### src/hdl/acr_pkg.sv
// ----------------------------------------------------------------------------
// acr_pkg
// Shared types and constants for the arc center pipeline: status codes,
// unit-vector scaling and the sideband words that ride beside the long units.
// ----------------------------------------------------------------------------
package acr_pkg;

	// unit vectors are Q1.30
	localparam int UNIT_BITS   = 30;
	localparam int MAG_W       = UNIT_BITS + 1;
	// square root of a 64-bit value, one result bit per stage
	localparam int SQRT_W      = 64;
	localparam int ROOT_W      = SQRT_W / 2;
	localparam int SQRT_STAGES = SQRT_W / 2;
	// restoring divider, one quotient bit per stage
	localparam int DIV_STAGES  = UNIT_BITS + 1;
	localparam int NUM_W       = 2 * UNIT_BITS + 3;

	typedef enum logic [1:0] {
		ST_OK           = 2'd0,
		ST_COINCIDE     = 2'd1,
		ST_SHORT_RADIUS = 2'd2,
		ST_ZERO_AXIS    = 2'd3
	} status_t;

	// sideband beside the square root units
	typedef struct packed {
		logic                        valid;
		status_t                     status;
		logic                        minor;
		logic [2:0][31:0]            mid;
		logic [2:0][MAG_W-1:0]       mag_a;
		logic [2:0][MAG_W-1:0]       mag_d;
		logic [2:0]                  neg_a;
		logic [2:0]                  neg_d;
	} sq_side_t;

	// sideband beside the dividers
	typedef struct packed {
		logic                        valid;
		status_t                     status;
		logic                        minor;
		logic [2:0][31:0]            mid;
		logic [ROOT_W-1:0]           h;
		logic [2:0]                  neg_a;
		logic [2:0]                  neg_d;
	} div_side_t;

endpackage

### src/hdl/acr_sqrt.sv
// ----------------------------------------------------------------------------
// acr_sqrt
// Pipelined integer square root, floor(sqrt(x)), one result bit per stage.
// ----------------------------------------------------------------------------
module acr_sqrt import acr_pkg::*; (
	input  logic              clk,
	input  logic              en,
	input  logic [SQRT_W-1:0] x,
	output logic [ROOT_W-1:0] root
);

	logic [SQRT_W-1:0] x_s  [SQRT_STAGES];
	logic [SQRT_W-1:0] r_s  [SQRT_STAGES];
	logic [SQRT_W-1:0] nx_c [SQRT_STAGES];
	logic [SQRT_W-1:0] nr_c [SQRT_STAGES];

	// one trial subtract per stage
	always_comb begin
		logic [SQRT_W-1:0] xi;
		logic [SQRT_W-1:0] ri;
		logic [SQRT_W-1:0] b;
		logic [SQRT_W-1:0] t;
		for (int k = 0; k < SQRT_STAGES; k++) begin
			if (k == 0) begin
				xi = x;
				ri = '0;
			end else begin
				xi = x_s[k-1];
				ri = r_s[k-1];
			end
			b = SQRT_W'(1) << (SQRT_W - 2 - 2 * k);
			t = ri + b;
			if (xi >= t) begin
				nx_c[k] = xi - t;
				nr_c[k] = (ri >> 1) + b;
			end else begin
				nx_c[k] = xi;
				nr_c[k] = ri >> 1;
			end
		end
	end

	always_ff @(posedge clk) begin
		if (en) begin
			for (int k = 0; k < SQRT_STAGES; k++) begin
				x_s[k] <= nx_c[k];
				r_s[k] <= nr_c[k];
			end
		end
	end

	assign root = r_s[SQRT_STAGES-1][ROOT_W-1:0];

endmodule

### config.mk
export PLATFORM = sky130hd
export DESIGN_NAME = acr_sqrt
export DESIGN_NICKNAME = d
export VERILOG_FILES = /design/src/hdl/acr_pkg.sv /design/src/hdl/acr_sqrt.sv
export SDC_FILE = /design/constraint.sdc
export NUM_CORES = 2
export LEC_CHECK = 0
export ABC_CLOCK_PERIOD_IN_PS = 4900
export BUFFER_PORTS_ARGS = -buffer_cell sky130_fd_sc_hd__clkbuf_2
export CELL_PAD_IN_SITES_DETAIL_PLACEMENT = 1
export CELL_PAD_IN_SITES_GLOBAL_PLACEMENT = 1
export CORE_AREA = 2 2 365 638
export CTS_CLUSTER_DIAMETER = 60
export DETAILED_ROUTE_END_ITERATION = 6
export DIE_AREA = 0 0 367 640
export GPL_TIMING_DRIVEN = 1
export PLACE_DENSITY = 0.91
export SLEW_MARGIN = 5
export SYNTH_ARGS = -nofsm -noshare
export SYNTH_HDL_FRONTEND = slang
export SYNTH_SLANG_ARGS = --single-unit
### constraint.sdc
create_clock -name clk -period 4.9 [get_ports clk]
set_input_delay 0.98 -clock clk [delete_from_list [all_inputs] [get_ports clk]]
set_output_delay 0.98 -clock clk [all_outputs]
set_load 0.05 [all_outputs]
==> summary.log <==
qor: detailed_routing.drt-pass1-iter-count 6
qor: finish.final_design_area_no_fill 0.134 mm²
qor: cts.tritoncts_num_sinks 2512
qor: yosys.syn_nets 10400
qor: power_and_ir_drop.power.sequential.fraction 46.7%
qor: grt.antenna_found_initial 26
qor: sta.timing.clock.skew 0.146 ns
qor: min_path.min_from x[16]
qor: sta.layout_min_cycle_time 4.93 ns
qor: critical_path.worstSetupStartpointType register
qor: floorplanning.fp.dieW 367 µm
qor: yosys.synth_ff_type sky130_fd_sc_hd__edfxtp_1
qor: detailed_routing.drt_iter0_drc 7331
qor: power_and_ir_drop.power.internal 42800 µW
qor: grt.largest_net_degree_at_the_start_of_global_routing 163
qor: finish.layout.core_utilization 58.4%
qor: power_and_ir_drop.power.switching 21000 µW
qor: power_and_ir_drop.power_per_cell_area 476 mW/mm²
qor: sta.final_critical_path_setup_slack -0.0310 ns
qor: finish.post_route_cells_drive_above_1_share 7.67%
qor: critical_path.slowest_stage sky130_fd_sc_hd__nor4_1
qor: critical_path.critical_path.cell_chain nor4_1, nand4_1, nor3_2, buf_4, a211oi_1, nand2_1, buf_12, nand3b_1, xnor2_1
qor: sta.finalCritPeriodShare 101%
qor: critical_path.critical_path_peak_fanout 33
qor: cts.cts-buffers-inserted 230
qor: critical_path.timing.critical_path.required 5.52 ns
qor: detailed_routing.detailed_route_drc_error_count 0
qor: critical_path.worst-endpoint-arrival 5.55 ns
qor: power_and_ir_drop.total_leakage_power 0.0504 µW
qor: finish.area_growth_from_synthesis_to_layout 10.8%
qor: yosys.synth_seq_area_share 62.3%
qor: placement.place.detailed.instances 12900
qor: run.timing.max_cap.violations 4
qor: power_and_ir_drop.pwr-share-clk 28.7%
qor: finish.final_layout_net_count 10700
qor: min_path.whs_path_depth 1
qor: grt.global_route.overflow_total 0
qor: outcome.status finished, violations left
qor: detailed_routing.vias_per_cell 6.55
qor: placement.placed_area 0.127 mm²
qor: sta.timing.final.hold_violations 0
qor: critical_path.cp-end-kind register
qor: critical_path.worst-setup-path-type reg2reg
qor: detailed_routing.drt-total-wl 425 mm
qor: power_and_ir_drop.comb_pwr_share 24.6%
qor: critical_path.timing.rr.start x_s[0][899]$_DFFE_PP_
qor: yosys.synth_cell_types 90
qor: sta.max_clock_freq 0.203 GHz
qor: floorplanning.floorplan.initialDensity 52.7%
qor: power_and_ir_drop.sw_share 32.9%
qor: yosys.async_flop_share 0%
qor: yosys.synth.avg_cell_area 12.4 µm²
qor: yosys.yosys_warnings 0
qor: cts.cts_tree done
qor: detailed_routing.routed-via-count 87400
qor: min_path.min-delay-path-class in2reg
qor: cts.buffer_levels_on_the_longest_clock_path 4
qor: grt.grt_pass1_vias 96400
qor: outcome.failed_checks max-capacitance violations, max-slew violations, negative setup slack
qor: grt.grt_pass1_wl 619 mm
qor: sta.final-setup-viol-count 4
qor: critical_path.rr_endpoint x_s[0][1009]$_DFFE_PP_
qor: floorplanning.dieArea 0.235 mm²
qor: power_and_ir_drop.post-layout-total-power 63800 µW
qor: detailed_routing.routed_wire_length_per_instance 31.9 µm
qor: yosys.ys_seq_elements 2512
qor: yosys.syn-instance-count 9737
qor: placement.gp_routability_congestion 1.01
qor: detailed_routing.ant_nets 0
qor: floorplanning.core_area 0.230 mm²
qor: sta.rsz0062_at_grt no
qor: finish.stdcell_count 13300
qor: finish.nFillCells 22900
qor: floorplanning.placement_rows 233
qor: placement.worst_slack_placed -0.423 ns
qor: floorplanning.dieHeight 640 µm
qor: sta.worst_slew_margin_rel -2.62%
qor: critical_path.r2r_slack -0.03 ns
qor: placement.detailedPlacementHpwl 294 mm
qor: min_path.min_to x_s[0][16]$_DFFE_PP_
qor: yosys.number_of_enable_flip_flop_cells_after_synthesis 2512
qor: grt.grt_use_total 35.7%
qor: sta.timing_max_transition_violations_final 3
qor: critical_path.reg2reg_depth 9
qor: floorplanning.number_of_i_o_pins 98
qor: cts.clock_tree.root_cell sky130_fd_sc_hd__clkbuf_16
qor: power_and_ir_drop.max-vdd-ir-drop 0.000444 V
qor: cts.worst_skew_pair.late_latency 0.98 ns
qor: sta.tightestPinTransition 1.53 ns
qor: cts.h_tree_levels 4
qor: critical_path.critical-path-max-stage-delay 1.09 ns
qor: yosys.syn_area 0.121 mm²
qor: placement.port_bufs 97
qor: cts.clk_pin_slew_worst_paths 0.08 ns
cell usage in the layout, fill, tap and decap left out, types with 98 or more instances in the layout:
cell type | synthesis | final
sky130_fd_sc_hd__clkbuf_16 | 0 | 232
sky130_fd_sc_hd__nand4_1 | 169 | 169
sky130_fd_sc_hd__nand3_1 | 189 | 189
sky130_fd_sc_hd__nand2_1 | 685 | 685
sky130_fd_sc_hd__buf_4 | 0 | 181
sky130_fd_sc_hd__edfxtp_1 | 2512 | 2512
sky130_fd_sc_hd__nor4_1 | 328 | 319
sky130_fd_sc_hd__a21o_1 | 253 | 253
sky130_fd_sc_hd__xor2_1 | 431 | 431
sky130_fd_sc_hd__inv_1 | 698 | 698
sky130_fd_sc_hd__o21ai_0 | 492 | 490
sky130_fd_sc_hd__nand2b_1 | 106 | 106
sky130_fd_sc_hd__ha_1 | 558 | 558
sky130_fd_sc_hd__nor2_1 | 561 | 560
sky130_fd_sc_hd__o21a_1 | 98 | 98
sky130_fd_sc_hd__a21oi_1 | 622 | 621
sky130_fd_sc_hd__xnor2_1 | 453 | 453
sky130_fd_sc_hd__nor3_1 | 272 | 266
sky130_fd_sc_hd__or3_1 | 101 | 101
power by group through the flow:
stage | Sequential (µW) | Combinational [µW] | Clock, µW
6_report | 29800 | 15700 | 18300
5_1_grt | 29900 | 16700 | 19000
4_1_cts | 29600 | 15200 | 18300
3_5_place_dp | 29900 | 14800 | 0
3_3_place_gp | 29700 | 13800 | 0
2_1_floorplan | 28900 | 9850 | 0
metrics by stage:
step | hold WS [ns] | TNS (ns)
floorplan | 0.417 | 0
global placement | 0.423 | -3.32
detailed placement | 0.429 | -7.93
CTS | 0.150 | 0
global route | 0.171 | 0
finish | 0.169 | -0.0993
cells in the mapped netlist, drive strengths merged, types with 60 or more instances:
cell | instances | area [µm²]
edfxtp | 2512 | 75400
o21a | 98 | 736
nor4 | 329 | 2070
and3 | 66 | 413
a21o | 253 | 1900
a21oi | 622 | 3110
nor4b | 67 | 587
nand2 | 685 | 2570
nand2b | 106 | 663
mux2 | 60 | 676
nand4 | 169 | 1060
xor2 | 431 | 3770
inv | 702 | 2640
o21bai | 63 | 473
nor3 | 273 | 1370
o21ai | 494 | 2470
or3 | 102 | 643
nor2 | 562 | 2110
or4 | 67 | 507
clkbuf | 176 | 661
xnor2 | 453 | 3970
nor2b | 73 | 457
ha | 558 | 6980
nand3 | 189 | 946
cell families after synthesis:
kind of cell | count (synthesis) | synth area share (%)
AO/OA/AOI/OAI | 1929 | 9.85
XOR/XNOR | 884 | 6.39
adder cells (fa/ha/maj) | 558 | 5.76
buffers and inverters | 899 | 2.79
flip-flops | 2512 | 62.3
multiplexers | 73 | 0.665
AND/OR/NAND/NOR | 2882 | 12.3
critical path, delay by kind of cell, from the launching register on:
family | cells | cell delay (ns)
AOI/OAI and AO/OA | 1 | 0.12
and+or+nand+nor | 5 | 3.39
xor gates and xnor gates | 1 | 0.19
DFF | 1 | 0.42
buffers and inverters | 2 | 0.45
area by class of cell:
type | instances | area [µm²] | share of cell area (%)
diodes | 15 | 37.5 | 0.0280
clock buffers | 269 | 5940 | 4.43
clock inverters | 140 | 1350 | 1.01
inverters | 704 | 2640 | 1.97
multi-input cells | 6326 | 42500 | 31.7
flip-flops and latches | 2512 | 75400 | 56.2
well taps | 3055 | 3820 | 2.85
repair buffers | 308 | 2470 | 1.84
routing by layer:
layer | routed length [µm] | part of all wire [%] | GRT usage [%] | vias up
met4 | 60100 | 14 | 41.5 | 16
met3 | 26000 | 6.1 | 7.76 | 2495
met5 | 138 | 0.032 | 0.145 | -
met2 | 227000 | 53 | 67.3 | 4743
met1 | 112000 | 26 | 27.3 | 42900
li1 | - | - | - | 37200
flip-flops by register name (all words and copies together), names as in the netlist:
signal  flops
r_s       528
x_s      1984
worst max path at each step:
stage	startpoint	endpoint	slack, ns	depth (start not counted)
after floorplan	x_s[1][421]$_DFFE_PP_	x_s[1][494]$_DFFE_PP_	1.28	11
after global placement	r_s[1][101]$_DFFE_PP_	x_s[1][179]$_DFFE_PP_	-0.25	10
after detailed placement	x_s[1][44]$_DFFE_PP_	x_s[1][122]$_DFFE_PP_	-0.42	11
after CTS	x_s[1][44]$_DFFE_PP_	x_s[1][122]$_DFFE_PP_	0.002	11
after global routing	x_s[1][9]$_DFFE_PP_	x_s[1][122]$_DFFE_PP_	0.003	9
final	x_s[0][899]$_DFFE_PP_	x_s[0][1009]$_DFFE_PP_	-0.03	9
what timing repair did:
item	CTS	global route
gates resized for setup	2	7
setup buffers	0	1
hold buffers	0	0
pin swaps	0	2
endpoints found under the setup margin	36	27
No activity file was read; power rests on OpenSTA's default activity.
